--- src/sv/i2cbb_pkg.sv ---
// ----------------------------------------------------------------------------
// I2C bit-level master package
// Command codes, word layouts and fixed sequence lengths.
// ----------------------------------------------------------------------------
package i2cbb_pkg;

   typedef enum logic [3:0] {
      CMD_NONE  = 4'd0,
      CMD_START = 4'd1,
      CMD_STOP  = 4'd2,
      CMD_SEND  = 4'd3,
      CMD_READ  = 4'd4,
      CMD_ACKS  = 4'd5,
      CMD_DACK  = 4'd6,
      CMD_DNACK = 4'd7,
      CMD_PROBE = 4'd8
   } cmd_type;

   typedef struct packed {
      logic sda;
      logic scl;
   } line_type;

   localparam int unsigned REQ_DATA_W = 16;
   localparam int unsigned RSP_DATA_W = 16;
   localparam int unsigned TICK_W     = 16;
   localparam int unsigned STEP_W     = 6;

   localparam logic [TICK_W-1:0] PHASE_TICKS_RESET = 16'd144;

   localparam logic [STEP_W-1:0] STEPS_BYTE  = 6'd16;
   localparam logic [STEP_W-1:0] STEPS_DACK  = 6'd4;
   localparam logic [STEP_W-1:0] STEPS_PROBE = 6'd25;
   localparam logic [STEP_W-1:0] STEPS_SHORT = 6'd3;

   localparam logic [STEP_W-1:0] PROBE_SEND_AT = 6'd3;
   localparam logic [STEP_W-1:0] PROBE_ACKS_AT = 6'd19;
   localparam logic [STEP_W-1:0] PROBE_STOP_AT = 6'd22;

   localparam logic [3:0] LAST_BIT = 4'd7;

   // Result word bit positions.
   localparam int unsigned RSP_SCL   = 0;
   localparam int unsigned RSP_SDA   = 1;
   localparam int unsigned RSP_BUSY  = 2;
   localparam int unsigned RSP_DONE  = 3;
   localparam int unsigned RSP_READ  = 4;
   localparam int unsigned RSP_NOACK = 12;
   localparam int unsigned RSP_FAULT = 13;
   localparam int unsigned RSP_REJ   = 14;

endpackage

--- src/sv/i2c_bitbang_master_top.sv ---
// ----------------------------------------------------------------------------
// I2C bit-level master
// Open-drain SCL/SDA sequencer stepped by one input word per bus clock tick.
// ----------------------------------------------------------------------------
// Each input word is one tick of the bus sequencer and returns exactly one
// result word. A word is taken every cycle while the result side keeps up;
// the result is computed from the input register and the sequencer state and
// is registered into a two-entry output buffer, which absorbs one result word
// of backpressure without stalling the input.
module i2c_bitbang_master_top
   import i2cbb_pkg::*;
(
   input  logic                  clock,
   input  logic                  reset,
   input  logic                  csr_wr_en,
   input  logic [TICK_W-1:0]     csr_wr_data,
   input  logic                  req_tvalid,
   output logic                  req_tready,
   // Bits: data_byte[7:0], sda_level[8], scl_level[9], zero[15:10].
   input  logic [REQ_DATA_W-1:0] req_tdata,
   // Bits: req_type[3:0].
   input  logic [3:0]            req_tuser,
   output logic                  rsp_tvalid,
   input  logic                  rsp_tready,
   // Bits: scl_release[0], sda_release[1], busy_res[2], done_res[3],
   // read_value[11:4], no_ack[12], bus_fault[13], cmd_rejected[14], zero[15].
   output logic [RSP_DATA_W-1:0] rsp_tdata
);

   logic [TICK_W-1:0]     phase_ticks_ff;
   logic                  in_valid_ff;
   logic [3:0]            in_type_ff;
   logic [7:0]            in_byte_ff;
   logic                  in_sda_ff;
   logic                  in_scl_ff;

   cmd_type               active_ff, active_in;
   logic [STEP_W-1:0]     step_ff, step_in;
   logic [TICK_W-1:0]     tick_ff, tick_in;
   logic [7:0]            shift_ff, shift_in;
   logic [3:0]            bit_ff, bit_in;
   line_type              line_ff, line_in;
   logic                  ack_ff, ack_in;
   logic                  fault_ff, fault_in;
   logic [7:0]            hold_ff, hold_in;
   logic                  done_w, rej_w;

   logic                  main_valid_ff, skid_valid_ff;
   logic [RSP_DATA_W-1:0] main_data_ff, skid_data_ff, result_w;
   logic                  fire, take;

   function automatic logic [STEP_W-1:0] step_count(cmd_type cmd);
      unique case (cmd)
         CMD_SEND, CMD_READ: return STEPS_BYTE;
         CMD_DACK:           return STEPS_DACK;
         CMD_PROBE:          return STEPS_PROBE;
         default:            return STEPS_SHORT;
      endcase
   endfunction

   function automatic cmd_type sub_cmd(cmd_type cmd, logic [STEP_W-1:0] step);
      priority if (cmd != CMD_PROBE) return cmd;
      else if (step < PROBE_SEND_AT) return CMD_START;
      else if (step < PROBE_ACKS_AT) return CMD_SEND;
      else if (step < PROBE_STOP_AT) return CMD_ACKS;
      else return CMD_STOP;
   endfunction

   function automatic logic [STEP_W-1:0] sub_step(cmd_type cmd, logic [STEP_W-1:0] step);
      priority if (cmd != CMD_PROBE) return step;
      else if (step < PROBE_SEND_AT) return step;
      else if (step < PROBE_ACKS_AT) return step - PROBE_SEND_AT;
      else if (step < PROBE_STOP_AT) return step - PROBE_ACKS_AT;
      else return step - PROBE_STOP_AT;
   endfunction

   function automatic line_type phase_enter(cmd_type cmd, logic [STEP_W-1:0] step,
                                            logic msb, line_type cur);
      cmd_type           sc;
      logic [STEP_W-1:0] ss;
      line_type          nl;
      sc = sub_cmd(cmd, step);
      ss = sub_step(cmd, step);
      nl = cur;
      unique case (sc)
         CMD_START: begin
            if (ss == 6'd0) begin
               nl.sda = 1'b1;
               nl.scl = 1'b1;
            end else if (ss == 6'd1) nl.sda = 1'b0;
            else nl.scl = 1'b0;
         end
         CMD_STOP: begin
            if (ss == 6'd0) nl.sda = 1'b0;
            else if (ss == 6'd1) nl.scl = 1'b1;
            else nl.sda = 1'b1;
         end
         CMD_SEND: begin
            if (!ss[0]) nl.sda = msb;
            else nl.scl = 1'b1;
         end
         CMD_READ: nl.scl = ~ss[0];
         CMD_DACK: begin
            if (ss == 6'd0) nl.sda = 1'b0;
            else if (ss == 6'd1) nl.scl = 1'b1;
            else if (ss == 6'd2) nl.scl = 1'b0;
            else nl.sda = 1'b1;
         end
         default: begin
            if (ss == 6'd0) nl.sda = 1'b1;
            else if (ss == 6'd1) nl.scl = 1'b1;
            else nl.scl = 1'b0;
         end
      endcase
      return nl;
   endfunction

   assign fire       = in_valid_ff && !skid_valid_ff;
   assign req_tready = !in_valid_ff || fire;
   assign take       = main_valid_ff && rsp_tready;
   assign rsp_tvalid = main_valid_ff;
   assign rsp_tdata  = main_data_ff;

   always_comb begin
      logic [TICK_W:0]       limit;
      logic [TICK_W:0]       cnt;
      cmd_type               sc;
      logic [STEP_W-1:0]     ss;
      logic [STEP_W-1:0]     nstep;
      active_in = active_ff;
      step_in   = step_ff;
      tick_in   = tick_ff;
      shift_in  = shift_ff;
      bit_in    = bit_ff;
      line_in   = line_ff;
      ack_in    = ack_ff;
      fault_in  = fault_ff;
      hold_in   = hold_ff;
      done_w    = 1'b0;
      rej_w     = 1'b0;
      limit = (phase_ticks_ff == '0) ? 17'd1 : {1'b0, phase_ticks_ff};
      cnt   = {1'b0, tick_ff} + 17'd1;
      sc    = sub_cmd(active_ff, step_ff);
      ss    = sub_step(active_ff, step_ff);
      nstep = step_ff + 6'd1;
      if (active_ff != CMD_NONE) begin
         rej_w = (in_type_ff != CMD_NONE);
         if (cnt >= limit) begin
            if (sc == CMD_SEND && ss[0]) begin
               line_in.scl = 1'b0;
               if (bit_ff == LAST_BIT) line_in.sda = 1'b1;
               shift_in = {shift_ff[6:0], 1'b0};
               bit_in   = bit_ff + 4'd1;
            end else if (sc == CMD_READ && !ss[0]) begin
               shift_in = {shift_ff[6:0], in_sda_ff};
               bit_in   = bit_ff + 4'd1;
            end else if (sc == CMD_ACKS && ss == 6'd1) begin
               ack_in = in_sda_ff;
            end
            tick_in = '0;
            if (nstep >= step_count(active_ff)) begin
               if (active_ff == CMD_READ) hold_in = shift_in;
               active_in = CMD_NONE;
               step_in   = '0;
               done_w    = 1'b1;
            end else begin
               step_in = nstep;
               line_in = phase_enter(active_ff, nstep, shift_in[7], line_in);
            end
         end else begin
            tick_in = cnt[TICK_W-1:0];
         end
      end else if (in_type_ff >= CMD_START && in_type_ff <= CMD_PROBE) begin
         if (in_type_ff == CMD_PROBE && !(in_sda_ff && in_scl_ff)) begin
            fault_in = 1'b1;
            ack_in   = 1'b1;
            done_w   = 1'b1;
         end else begin
            if (in_type_ff == CMD_PROBE) fault_in = 1'b0;
            active_in = cmd_type'(in_type_ff);
            step_in   = '0;
            tick_in   = '0;
            shift_in  = (in_type_ff == CMD_READ) ? 8'h00 : in_byte_ff;
            bit_in    = '0;
            line_in   = phase_enter(cmd_type'(in_type_ff), 6'd0, shift_in[7], line_ff);
         end
      end
      result_w                           = '0;
      result_w[RSP_SCL]                  = line_in.scl;
      result_w[RSP_SDA]                  = line_in.sda;
      result_w[RSP_BUSY]                 = (active_in != CMD_NONE);
      result_w[RSP_DONE]                 = done_w;
      result_w[RSP_READ +: 8]            = hold_in;
      result_w[RSP_NOACK]                = ack_in;
      result_w[RSP_FAULT]                = fault_in;
      result_w[RSP_REJ]                  = rej_w;
   end

   always_ff @(posedge clock) begin
      if (reset) begin
         phase_ticks_ff <= PHASE_TICKS_RESET;
      end else if (csr_wr_en) begin
         phase_ticks_ff <= csr_wr_data;
      end
   end

   always_ff @(posedge clock) begin
      if (reset) begin
         in_valid_ff <= 1'b0;
      end else if (req_tready) begin
         in_valid_ff <= req_tvalid;
      end
   end

   always_ff @(posedge clock) begin
      if (req_tready && req_tvalid) begin
         in_type_ff <= req_tuser;
         in_byte_ff <= req_tdata[7:0];
         in_sda_ff  <= req_tdata[8];
         in_scl_ff  <= req_tdata[9];
      end
   end

   always_ff @(posedge clock) begin
      if (reset) begin
         active_ff <= CMD_NONE;
         step_ff   <= '0;
         tick_ff   <= '0;
         shift_ff  <= '0;
         bit_ff    <= '0;
         line_ff   <= '{sda: 1'b1, scl: 1'b1};
         ack_ff    <= 1'b0;
         fault_ff  <= 1'b0;
         hold_ff   <= '0;
      end else if (fire) begin
         active_ff <= active_in;
         step_ff   <= step_in;
         tick_ff   <= tick_in;
         shift_ff  <= shift_in;
         bit_ff    <= bit_in;
         line_ff   <= line_in;
         ack_ff    <= ack_in;
         fault_ff  <= fault_in;
         hold_ff   <= hold_in;
      end
   end

   always_ff @(posedge clock) begin
      if (reset) begin
         main_valid_ff <= 1'b0;
         skid_valid_ff <= 1'b0;
      end else begin
         if (take || !main_valid_ff) begin
            main_valid_ff <= skid_valid_ff || fire;
            skid_valid_ff <= 1'b0;
         end else if (fire) begin
            skid_valid_ff <= 1'b1;
         end
      end
   end

   always_ff @(posedge clock) begin
      if (take || !main_valid_ff) begin
         main_data_ff <= skid_valid_ff ? skid_data_ff : result_w;
      end
      if (fire && main_valid_ff && !take) begin
         skid_data_ff <= result_w;
      end
   end

endmodule

--- config.mk ---
export PLATFORM = sky130hd
export DESIGN_NAME = i2c_bitbang_master_top
export DESIGN_NICKNAME = d
export VERILOG_FILES = /design/src/sv/i2cbb_pkg.sv /design/src/sv/i2c_bitbang_master_top.sv
export SDC_FILE = /design/constraint.sdc
export NUM_CORES = 1
export LEC_CHECK = 0
export ABC_AREA = 1
export BUFFER_PORTS_ARGS = -buffer_cell sky130_fd_sc_hd__buf_2
export CORE_MARGIN = 5
export CORE_UTILIZATION = 60
export DETAILED_ROUTE_END_ITERATION = 7
export GPL_ROUTABILITY_DRIVEN = 1
export PLACE_DENSITY = 0.77
export SLEW_MARGIN = 10
export SYNTH_ARGS = -nofsm -noshare
export SYNTH_HDL_FRONTEND = slang
export SYNTH_SLANG_ARGS = --single-unit
export TNS_END_PERCENT = 5
--- constraint.sdc ---
create_clock -name clock -period 7.8 [get_ports clock]
set_clock_uncertainty 0.15 [all_clocks]
set_input_delay 0.78 -clock clock [delete_from_list [all_inputs] [get_ports clock]]
set_output_delay 0.78 -clock clock [all_outputs]
set_load 0.01 [all_outputs]
After elaboration in Yosys (flattened, before gate mapping):

Cells that the tools add are included.
Widths: inputs -> output; s select.

* output and inout port bits: 18
* register bits after elaboration: 113
* input bits: 41
* logic and storage cells: 230

* $add $sub $neg: 9
* muxes and demuxes: 127
* order comparisons: 10
* bitwise gates (word level): 2
* reduce and logical (&&, ||, !) cells: 32
* equal/unequal tests: 30

Operators with widths (number)
* $mux 6: 19
* $mux 8: 11
* $mux 16: 5
* $mux 4: 20
* $mux 1: 52
* $eq 4x3->1 const B: 10
* $eq 4x2->1 const B: 6
* $lt 6x5->1 const B: 4
* $sub 6x5->6 const B: 4
* $pmux 1 s5: 4
* $eq 6x1->1 const B: 3
* $mux 3: 6
* $add 16x1->17 const B: 1
* $ge 17x16->1: 1
* $logic_not 16->1: 1
* $mux 2: 8
* $mux 15: 1
* $pmux 5 s3: 1
* $eq 6x2->1 const B: 2
* $logic_not 6->1: 2
* $lt 6x2->1 const B: 2
* $reduce_bool 4->1: 3
* $sub 6x2->6 const B: 2
* $logic_and 1x1->1: 11
* 19 further kinds: 31

Logic depth before layout (Yosys ltp):

Gate-level depths: netlist of run 1.

* word-level depth: 18
* depth in mapped cells: 24
* mapped depth without buffers: 24

Worst setup path after synthesis of run 1:

OpenSTA, ideal clock, no wires.

* path kind: register -> register
* from: reg tick_ff[0]
* to: reg main_data_ff[4], in the netlist rsp_tdata[4], data pin
* period minus slack after synthesis: 3614 ps
* data required time: 7398 ps
* path buffers: 1
* setup time: 252 ps
* path slack: 4186 ps
* arrival: 3212 ps
* cell stages (with the launch flop): 24
* path through: dfxtp_1 -> ha_1 -> nand2_2 -> nor2_4 -> nand2_1 -> nor2_1 -> nand2_1 -> nor3_1 -> nand4_1 -> nor2_1 -> xor2_1 -> ha_1 -> a21oi_1 -> nand3b_2 -> nand3_2 -> nor3b_4 -> nand2_4 -> nand2_4 -> nor2_4 -> buf_12 -> nand2_2 -> o21ai_4 -> nand2_1 -> nand2_1

* word-level cells in the longest chain between the ends: 5

RTL lines
* from (decl): RTL line i2c_bitbang_master_top.sv:39 `logic [TICK_W-1:0] tick_ff, tick_in;`
* from (signal assigned): RTL line i2c_bitbang_master_top.sv:238 `tick_ff <= tick_in;`
* $add 16x1->17: RTL line i2c_bitbang_master_top.sv:142 `cnt = {1'b0, tick_ff} + 17'd1;`
* $ge 17x16->1: RTL line i2c_bitbang_master_top.sv:148 `if (cnt >= limit) begin`
* $mux 8: RTL line i2c_bitbang_master_top.sv:148
* $mux 8: RTL line i2c_bitbang_master_top.sv:146 `if (active_ff != CMD_NONE) begin`
* net hold_in[0]: RTL line i2c_bitbang_master_top.sv:45 `logic [7:0] hold_ff, hold_in;`
* $mux 15: RTL line i2c_bitbang_master_top.sv:264 `main_data_ff <= skid_valid_ff ? skid_data_ff : result_w;`
* to (signal assigned): RTL line i2c_bitbang_master_top.sv:264
* to (decl): RTL line i2c_bitbang_master_top.sv:49 `logic [RSP_DATA_W-1:0] main_data_ff, skid_data_ff, result_w;`

The timed path passes the listed nets, and every way through them passes these cells.
A chain may end at the register's enable or synchronous reset.

Worst setup path in the final report of run 1:

* from: reg tick_ff[0]
* to: reg main_data_ff[6], in the netlist rsp_tdata[6], data pin

The elaborated chain is that of the path after synthesis.

==> run_results.csv, run 1 <==
group,metric,value,unit
global_route,antenna_found_initial,0,
worst_hold_path,worstHoldPathType,"reg -> reg",
layout,register_area,2703,sq um
clock_tree,clk_latency,0.41,ns
logic_synthesis,synth-compound-area-share,15.98,%
layout,multi_input_area,3471,sq um
placed_design,numPortBuffers,51,
die,initial_core_util,61.81,%
logic_synthesis,synthMuxAreaShare,0.1474,%
worst_setup_path,reg2reg_to,"rsp_tdata[6]",
logic_synthesis,ys_seq_elements,113,
drt,drt_iter0_markers,430,
die,fp.dieW,116.4,um
layout,final_util,70.28,%
worst_setup_path,path_delay_family,"simple AND/OR/NAND/NOR gates",
worst_setup_path,end_kind,"flip-flop",
sta,finalCriticalPeriod,4.373,ns
die,rows,38,
worst_setup_path,crit_slowest_cell,"nor2_4",
worst_setup_path,cp_data_required_time,7.80,ns
global_route,grt_pass1_wl,25460,um
worst_setup_path,crit_chain,"and3_2, nand3_1, nor2_1, inv_1, nor3_1, nand4_1, nor2_1, xor2_1, ha_1, inv_1, nor4_1, nand4_1, nand2_4, nand2_4, nor2_4, o21ai_2, nand2_1, nand2_1",
sta,max_freq,0.2287,GHz
worst_hold_path,hold_path_startpoint,"phase_ticks_ff[1]",
placed_design,gp_congestion,0.8999,
global_route,grt_util_all_layers,23.49,%
drt,antenna_left,0,
logic_synthesis,synth_area,6789,sq um
logic_synthesis,synthFlopType,"dfxtp_1",
worst_setup_path,worstPathArrival,4.38,ns
logic_synthesis,synth_simple_gate_area_share,27.28,%
logic_synthesis,synth.yosys.seq_area_share,39.81,%
layout,diodes,0,
worst_setup_path,critPathBufInv,2,
global_route,grt_pass1_vias,5624,
logic_synthesis,synth_top_family_by_area,"simple AND/OR/NAND/NOR gates",
worst_hold_path,hold_path_end,"phase_ticks_ff[1]",
power,leakage,3.553,nW
global_route,grt.busiest_layer,"met2",
worst_setup_path,rrSetupSlack,3.43,ns
global_route,grtUsageMet3,4.301,%
drt,vias,5910,
sta,fin_setup_tns,0,ns
drt,wirelength,14970,um
logic_synthesis,syn_nets,966,
sta,setup_viol,0,
global_route,grt_max_degree,38,
sta,slew_headroom,43.73,%
drt,via_per_inst,5.383,
sta,tightest_slew,0.8431,ns
drt,dr.pass1.iters,5,
worst_hold_path,hold_depth,2,
clock_tree,ctsResizeCount,0,
job,maxCapViolCount,0,
logic_synthesis,synthArstFlopShare,0,%
layout,fillers,889,
global_route,grt_remaining_overflow,0,
worst_setup_path,max_stage_delay,0.52,ns
worst_setup_path,crit_type,"reg -> reg",
sta,drv_slew,0,
die,core_region_area,10980,sq um
placed_design,pre_cts_ws,3.514,ns
sta,rsz0062_at_grt,"false",
clock_tree,postCtsHoldBufs,0,
logic_synthesis,synth.distinct_cells,52,
logic_synthesis,synthAdderAreaFrac,5.345,%
global_route,grtUsageMet1,31.41,%
sta,hold_viol,0,
outcome,status,"complete, no violations",
clock_tree,htreeDepth,4,
clock_tree,cts_made_buffers,17,
sta,finalCritPeriodShare,56.07,%
global_route,grt_use_met2,38.75,%
layout,syn_to_final_growth,13.69,%
die,dieArea,13540,sq um
worst_setup_path,cp_max_fo,16,
clock_tree,post_cts_buffers,0,
layout,drive_gt1_share,16.39,%
clock_tree,cts-root-buf,"clkbuf_16",
clock_tree,clockBufferDepth,2,
logic_synthesis,yosys_warnings,0,
sta,finalWorstSetupSlack,3.427,ns
worst_setup_path,start_kind,"flip-flop",
power,vdd_ir_drop_max,0.1644,mV
clock_tree,cts_tree,"done",
worst_setup_path,rr_worst_depth,18,
power,p_per_area,223.3,nW/um^2
drt,wl_per_cell,13.64,um
layout,layout.nets,1015,
logic_synthesis,synth_edf_count,44,
worst_setup_path,rr_startpoint,"tick_ff[0]",
logic_synthesis,syn_inst,896,
die,die_h,116.4,um
clock_tree,cts_sinks,113,
die,ios,59,
placed_design,hpwl,10630,um
logic_synthesis,synth.avg_cell_area,7.577,sq um
drt,drc,0,
logic_synthesis,synthXorXnorAreaFrac,2.322,%
clock_tree,cts.clk_slew.worst_paths,0.06,ns
power by group:
part	internal (mW)	total (mW)	switching (mW)
Combinational	0.0791	0.236	0.157
Clock	0.537	0.820	0.282
Sequential	0.649	0.668	0.0189
Total	1.27	1.72	0.458
logic make-up (layout without fill, tap and decap cells):
logic type,count (synthesis),in the layout
buffers and inverters,146,208
flip-flops,113,113
multiplexers,1,1
XOR/XNOR,18,18
other,1,1
adder cells (fa/ha/maj),29,29
AND/OR/NAND/NOR,404,404
AO/OA/AOI/OAI,184,184
worst max path at each step:
stage,start,end,cells past startpoint,slack (ns)
2_1_floorplan,tick_ff[0],rsp_tdata[4],23,4.19
3_3_place_gp,tick_ff[0],rsp_tdata[10],22,3.55
3_5_place_dp,tick_ff[0],rsp_tdata[10],22,3.51
4_1_cts,tick_ff[0],rsp_tdata[10],18,3.46
5_1_grt,tick_ff[0],rsp_tdata[10],22,3.05
6_report,tick_ff[0],rsp_tdata[6],18,3.43
metal layers:
layer	vias up	routed length [um]
li1	3081	-
met1	2650	6956
met2	153	6963
met3	26	810
met4	0	242
met5	-	0
worst register-to-register path: cells and delay by family (launching register included):
family	cells	cell delay, ns
buffers and inverters	2	0.14
flip-flops	1	0.40
AND/OR/NAND/NOR	13	2.82
AO/OA/AOI/OAI	1	0.16
adder cells (fa/ha/maj)	1	0.21
XOR/XNOR	1	0.25
placed cells by master (no fill, tap or decap), types with 4 or more instances in the layout:
cell type and n:
o21ai_0 61, buf_4 4, nor3_1 8, nand2_4 4, a21oi_1 73, inv_1 109, inv_2 8, xnor2_1 5
nand2_2 16, clkbuf_16 17, nor2_4 7, nand2_1 216, clkinv_1 5, edfxtp_1 44, nor2_1 68, bufinv_16 4
nand4_1 15, nor4_1 6, dfxtp_1 69, inv_6 4, nor2_2 4, a31oi_1 12, o21ai_2 16, nand3_1 50
buf_2 51, xor2_1 13, ha_1 29
metrics by stage:
step | hold slack [ns] | instance area (sq um) | cells | power, mW
global route | 0.3585 | 7719 | 1098 | 1.794
detailed placement | 0.3137 | 7088 | 1066 | 0.9134
floorplan | 0.2869 | 6789 | 896 | 0.8517
finish | 0.3315 | 7719 | 1098 | 1.724
global placement | 0.3106 | 7088 | 1066 | 0.9086
CTS | 0.3326 | 7719 | 1098 | 1.731
cells in the mapped netlist (4+ instances only):
cell | number | share of area, %
nand2_2 | 16 | 1.5
edfxtp_1 | 44 | 19
ha_1 | 29 | 5.3
inv_2 | 8 | 0.44
buf_6 | 5 | 0.83
nor4_1 | 6 | 0.55
xnor2_1 | 5 | 0.65
nor2_1 | 68 | 3.8
nor2_4 | 7 | 1.2
a31oi_1 | 12 | 1.1
nor3_1 | 8 | 0.59
nand4_1 | 15 | 1.4
o21ai_2 | 16 | 2.1
nor2_2 | 4 | 0.37
clkbuf_1 | 13 | 0.72
nand2_1 | 216 | 12
nand2_4 | 4 | 0.66
o21ai_0 | 61 | 4.5
nand3_1 | 50 | 3.7
a21oi_1 | 73 | 5.4
inv_1 | 109 | 6.0
dfxtp_1 | 69 | 20
xor2_1 | 13 | 1.7
clkinv_1 | 4 | 0.22
sequential cells by signal, summed over array words and instances (netlist names), 2 cells and up:
| register | cells |
|---|---|
| rsp_tdata | 15 |
| line_ff | 2 |
| hold_ff | 8 |
| active_ff | 4 |
| phase_ticks_ff | 16 |
| shift_ff | 8 |
| skid_data_ff | 15 |
| in_type_ff | 4 |
| in_byte_ff | 8 |
| step_ff | 6 |
| tick_ff | 16 |
| bit_ff | 4 |
final cells by class:
type	instances	area share, %
tap	140	2.269
clock buffer	17	5.511
clock inverter	15	2.658
inverter	121	5.884
multi-input combinational	637	44.97
timing repair buffer	55	3.696
sequential	113	35.01
No activity file was read; power rests on OpenSTA's default activity.
==> run 2, diff against run 1 <==
--- a/config.mk
+++ b/config.mk
@@ -8,10 +8,10 @@
 export ABC_AREA = 1
 export BUFFER_PORTS_ARGS = -buffer_cell sky130_fd_sc_hd__buf_2
 export CORE_MARGIN = 5
-export CORE_UTILIZATION = 60
+export CORE_UTILIZATION = 55
 export DETAILED_ROUTE_END_ITERATION = 7
 export GPL_ROUTABILITY_DRIVEN = 1
-export PLACE_DENSITY = 0.77
+export PLACE_DENSITY = 0.74
 export SLEW_MARGIN = 10
 export SYNTH_ARGS = -nofsm -noshare
 export SYNTH_HDL_FRONTEND = slang
==> constraint.sdc (replaced) <==
create_clock -name clock -period 3.7 [get_ports clock]
set_clock_uncertainty 0.15 [all_clocks]
set_input_delay 0.37 -clock clock [delete_from_list [all_inputs] [get_ports clock]]
set_output_delay 0.37 -clock clock [all_outputs]
set_load 0.01 [all_outputs]
==> run 2 against run 1 <==
Fmax up 20%. Sequential power up 110%. Die area up 8.3%. Largest power group unchanged. Total power up 110%. Critical path depth up 5. Via count up 6.0%. Setup slack worse by 3.4 ns. Flip-flop and latch count unchanged. Final cell count up 6.6%. Clock-buffer cell count up 4. First-iteration DRC count up 21%.
==> run_results.csv, run 2 (synthesis results as in run 1) <==
group,metric,value,unit
worst_setup_path,crit_slowest_cell,"dfxtp_4",
worst_setup_path,start_kind,"flip-flop",
die,rows,40,
sta,tightest_slew,0.8982,ns
worst_setup_path,max_stage_delay,0.37,ns
sta,finalCritPeriodShare,98.66,%
sta,finalCriticalPeriod,3.650,ns
drt,drc,0,
die,dieArea,14670,sq um
placed_design,dp_cells,1118,
sta,finalWorstSetupSlack,0.04967,ns
power,p_per_area,444.0,nW/um^2
placed_design,numPortBuffers,51,
clock_tree,clockBufferDepth,2,
clock_tree,cts_tree,"done",
drt,vias,6264,
worst_setup_path,startpoint,"tick_ff[0]",
worst_setup_path,crit_type,"reg -> reg",
power,leakage,3.803,nW
worst_setup_path,reg2reg_to,"rsp_tdata[7]",
layout,layout_commonest_cell,"nand2_1",
drt,dr.pass1.iters,5,
worst_setup_path,crit_chain,"ha_4, nand2_2, nor2_4, nand2_2, nor2_2, nand2_1, nor3_2, nand4_1, nor2_1, xor2_1, ha_1, a21oi_2, nand3b_4, nand3_4, nor3b_4, nand2_4, nand2_4, nor2_4, buf_12, nand2_2, o21ai_2, nand2_1, nand2_1",
placed_design,gp_congestion,0.8878,
drt,wirelength,16650,um
die,fp.dieW,121.1,um
die,ios,59,
layout,final_cell_mix,"nand2_1, inv_1, a21oi_1, nor2_1, dfxtp_1",
die,die_h,121.1,um
sta,rsz0062_at_grt,"true",
worst_setup_path,rr_startpoint,"tick_ff[0]",
layout,register_area,2709,sq um
placed_design,pre_cts_ws,-0.06207,ns
layout,syn_to_final_growth,21.89,%
worst_setup_path,endpoint,"rsp_tdata[7]",
clock_tree,cts_made_buffers,17,
drt,drt_iter0_markers,522,
worst_setup_path,cp_data_required_time,3.72,ns
drt,wl_per_cell,14.21,um
layout,fillers,1000,
clock_tree,cts-root-buf,"clkbuf_16",
worst_setup_path,cp_max_fo,13,
placed_design,hpwl,11320,um
layout,diodes,0,
die,core_region_area,12060,sq um
clock_tree,clk_latency,0.42,ns
sta,setup_viol,0,
layout,stdcell_count,1171,
sta,drv_slew,0,
layout,drive_gt1_share,20.64,%
worst_setup_path,path_delay_family,"simple AND/OR/NAND/NOR gates",
sta,hold_viol,0,
layout,largest_registers,"phase_ticks_ff (16), tick_ff (16)",
worst_setup_path,rr_worst_depth,23,
worst_setup_path,cp.depth,23,
clock_tree,htreeDepth,4,
sta,max_freq,0.2739,GHz
drt,via_per_inst,5.349,
global_route,antenna_found_initial,0,
power,vdd_ir_drop_max,0.4868,mV
global_route,grt_pass1_vias,5891,
global_route,grt_pass1_wl,27710,um
layout,multi_input_area,3592,sq um
worst_setup_path,rrSetupSlack,0.05,ns
worst_setup_path,worstPathArrival,3.67,ns
job,maxCapViolCount,0,
worst_hold_path,worstHoldPathType,"in -> reg",
sta,slew_headroom,40.05,%
clock_tree,cts_sinks,113,
layout,layout.nets,1061,
die,initial_core_util,56.29,%
drt,antenna_left,0,
clock_tree,cts.clk_slew.worst_paths,0.05,ns
global_route,grt_remaining_overflow,0,
global_route,grt_max_degree,38,
worst_setup_path,end_kind,"flip-flop",
global_route,grt_util_all_layers,23.61,%
worst_setup_path,critPathBufInv,1,
outcome,status,"complete, no violations",
[run 2: changes by cell type in the layout (fill, tap and decap cells not counted), moves of 3 or more]
cell and delta:
o21ai_1 +4, inv_6 -4, dlygate4sd3_1 +13, a21oi_1 -4
o21ai_0 -5, dfxtp_1 -3, clkbuf_1 +3, buf_4 +30
nand2_1 -3, a21oi_2 +3
[run 2: area by class of cell]
| class | instances | share of cell area (%) |
|---|---|---|
| clock buffers | 21 | 5.443 |
| clock inverters | 10 | 1.935 |
| inverters | 121 | 5.579 |
| multi-input cells | 637 | 43.41 |
| flip-flops and latches | 113 | 32.73 |
| well taps | 168 | 2.540 |
| repair buffers | 101 | 8.361 |
[run 2: metal layers]
metal / part of all wire, % / global-route usage [%] / vias up / wire (um)
li1: - / - / 3162 / -
met1: 44 / 31.51 / 2898 / 7347
met2: 49 / 38.49 / 183 / 8093
met3: 5.6 / 4.382 / 21 / 927
met4: 1.7 / 8.074 / 0 / 277
met5: 0 / 0 / - / 0
[run 2: power by group]
part           leakage (nW)  total [mW]  internal [mW]  switching [mW]
Combinational          2.50       0.569          0.207           0.362
Sequential             1.01        1.41           1.37          0.0366
Clock                 0.299        1.70           1.14           0.562
[run 2: worst min path at each step]
stage / from / to / slack [ns] / cells past startpoint
final: req_tuser[1] / in_type_ff[1] / 0.02 / 1
after global routing: req_tuser[1] / in_type_ff[1] / 0.01 / 1
after CTS: req_tuser[1] / in_type_ff[1] / 0.01 / 1
after detailed placement: line_ff[0] / line_ff[0] / 0.32 / 2
after global placement: line_ff[0] / line_ff[0] / 0.31 / 2
after floorplan: line_ff[0] / line_ff[0] / 0.29 / 2
[run 2: timing repair]
item | CTS | global route
setup buffers | 0 | 9
cloned | 0 | 0
gates resized for setup | 5 | 34
hold buffers | 13 | 0
endpoints found under the setup margin | 23 | 69
hold endpoints to repair | 13 | 0
pin swaps | 1 | 10
[run 2: per-stage QoR]
step | power, mW | hold slack (ns) | instance area (sq um) | setup TNS (ns) | util [%]
2_1_floorplan | 1.796 | 0.2869 | 6789 | 0 | -
4_1_cts | 3.658 | 0.01122 | 8090 | -0.02406 | 67.07
5_1_grt | 3.830 | 0.01224 | 8275 | -6.103 | 68.61
3_3_place_gp | 1.942 | 0.3121 | 7328 | -0.01157 | 60.76
6_report | 3.674 | 0.02163 | 8275 | 0 | 68.61
3_5_place_dp | 1.953 | 0.3172 | 7328 | -0.5312 | 60.76
==> run 3, diff against run 2 <==
--- a/config.mk
+++ b/config.mk
@@ -12,6 +12,7 @@
 export DETAILED_ROUTE_END_ITERATION = 7
 export GPL_ROUTABILITY_DRIVEN = 1
 export PLACE_DENSITY = 0.74
+export RECOVER_POWER = 25
 export SLEW_MARGIN = 10
 export SYNTH_ARGS = -nofsm -noshare
 export SYNTH_HDL_FRONTEND = slang
==> run 3 against run 2 <==
The flow now finishes with violations (capacitance limit, slew limit). Global-route usage did not move. Sequential power barely moved. Critical path depth did not move. Core utilization fell by 0.23 points. Final cell count did not move. Die area did not move. Non-clock buffer count did not move. Flip-flop and latch count did not move. Critical path type unchanged. Critical endpoint unchanged.
==> run_results.csv, run 3 (synthesis results as in run 1) <==
group,metric,value,unit
power,vdd_ir_drop_max,0.4869,mV
worst_setup_path,end_kind,"flip-flop",
sta,rsz0062_at_grt,"true",
die,dieArea,14670,sq um
worst_setup_path,cp_max_fo,13,
layout,largest_registers,"phase_ticks_ff (16), tick_ff (16)",
drt,dr.pass1.iters,5,
global_route,grt.busiest_layer,"met2",
die,initial_core_util,56.29,%
power,leakage,3.736,nW
outcome,status,"finished, violations left",
clock_tree,cts_sinks,113,
sta,drv_slew,38,
global_route,grtUsageMet3,4.382,%
layout,layout_commonest_cell,"nand2_1",
global_route,grt_pass1_wl,27710,um
clock_tree,cts_tree,"done",
worst_hold_path,worstHoldPathType,"in -> reg",
clock_tree,cts.clk_slew.worst_paths,0.05,ns
drt,drt_iter0_markers,533,
worst_setup_path,reg2reg_to,"rsp_tdata[7]",
die,ios,59,
die,die_h,121.1,um
layout,layout.nets,1061,
power,p_per_area,444.4,nW/um^2
worst_setup_path,rr_worst_depth,23,
worst_setup_path,rrSetupSlack,0.05,ns
worst_hold_path,hold_path_startpoint,"csr_wr_data[0]",
layout,final_cell_mix,"nand2_1, inv_1, a21oi_1, nor2_1, dfxtp_1",
layout,diodes,0,
clock_tree,clockBufferDepth,2,
worst_setup_path,cp_data_required_time,3.71,ns
drt,vias,6255,
sta,finalCritPeriodShare,98.62,%
global_route,grt_use_met2,38.49,%
placed_design,gp_congestion,0.8878,
worst_setup_path,rr_startpoint,"tick_ff[0]",
global_route,grtUsageMet1,31.51,%
layout,syn_to_final_growth,21.49,%
clock_tree,clk_latency,0.42,ns
job,maxCapViolCount,1,
sta,fin_setup_tns,0,ns
global_route,grt_pass1_vias,5891,
worst_hold_path,hold_depth,3,
placed_design,hpwl,11320,um
drt,wirelength,16620,um
die,rows,40,
worst_setup_path,crit_type,"reg -> reg",
layout,drive_gt1_share,18.64,%
sta,tightest_slew,2.004,ns
drt,wl_per_cell,14.19,um
global_route,grt_remaining_overflow,0,
clock_tree,cts_made_buffers,17,
die,core_region_area,12060,sq um
sta,setup_viol,0,
global_route,grt_max_degree,38,
sta,hold_viol,0,
drt,drc,0,
global_route,grt_util_all_layers,23.61,%
clock_tree,htreeDepth,4,
sta,slew_headroom,-33.61,%
drt,antenna_left,0,
layout,final_util,68.38,%
sta,finalWorstSetupSlack,0.05088,ns
worst_setup_path,start_kind,"flip-flop",
worst_setup_path,worstPathArrival,3.66,ns
sta,max_freq,0.2740,GHz
worst_hold_path,hold_path_end,"phase_ticks_ff[0]",
die,fp.dieW,121.1,um
global_route,antenna_found_initial,0,
sta,finalCriticalPeriod,3.649,ns
outcome,violations,"capacitance limit, slew limit",
placed_design,pre_cts_ws,-0.06207,ns
drt,via_per_inst,5.342,
placed_design,numPortBuffers,51,
clock_tree,cts-root-buf,"clkbuf_16",
[run 3: final cells by class]
type / count / area, sq um
repair buffers: 101 / 664.4
flip-flops and latches: 113 / 2709
clock buffers: 21 / 450.4
multi-input cells: 637 / 3592
fillers: 1006 / 3814
inverters: 121 / 461.7
clock inverters: 10 / 160.2
well taps: 168 / 210.2
[run 3: power breakdown]
group / leakage (nW) / switching, mW / internal, mW
combinational: 2.43 / 0.362 / 0.201
sequential: 1.01 / 0.0372 / 1.37
clock: 0.299 / 0.558 / 1.14
total: 3.74 / 0.958 / 2.71
[run 3: through the flow]
stage	hold slack, ns	area (sq um)	std cells	total power, mW
finish	0.04092	8248	1171	3.665
global route	0.04267	8248	1171	3.825
CTS	0.01122	8090	1162	3.658
detailed placement	0.3172	7328	1118	1.953
global placement	0.3121	7328	1118	1.942
floorplan	0.2869	6789	896	1.796
[run 3: critical path, stage by stage, from the launching register on]
cell and delay (ns):
dfxtp_4 0.37, ha_4 0.15, nand2_2 0.07, nor2_4 0.10, nand2_2 0.06, nor2_2 0.10
nand2_1 0.07, nor3_2 0.17, nand4_1 0.14, nor2_1 0.14, xor2_1 0.23, ha_1 0.30
a21oi_2 0.14, nand3b_4 0.15, nand3_4 0.08, nor3b_4 0.27, nand2_4 0.11, nand2_4 0.11
nor2_4 0.05, buf_12 0.16, nand2_2 0.06, o21ai_2 0.08, nand2_1 0.06, nand2_1 0.07
[run 3: worst max-delay path by stage]
stage | from | end | slack (ns) | depth (start not counted)
floorplan | tick_ff[0] | rsp_tdata[4] | 0.09 | 23
global placement | tick_ff[0] | rsp_tdata[1] | -0.01 | 23
detailed placement | tick_ff[0] | rsp_tdata[1] | -0.06 | 23
CTS | tick_ff[0] | bit_ff[1] | -0.02 | 23
global route | tick_ff[0] | rsp_tdata[6] | -0.22 | 23
finish | tick_ff[0] | rsp_tdata[7] | 0.05 | 23
[run 3: what timing repair did]
| item | 4_1_cts | 5_1_grt |
|---|---|---|
| hold buffers | 13 | 0 |
| endpoints found under the setup margin | 23 | 69 |
| pin swaps | 1 | 10 |
| setup buffers | 0 | 9 |
| hold endpoints to repair | 13 | 0 |
| resized for setup | 5 | 34 |
[run 3: layer usage]
layer,routed length (um),share of wire (%),vias up
met5,0,0,-
met4,307,1.8,0
met3,895,5.4,25
met2,8004,48,174
met1,7409,45,2895
li1,-,-,3161
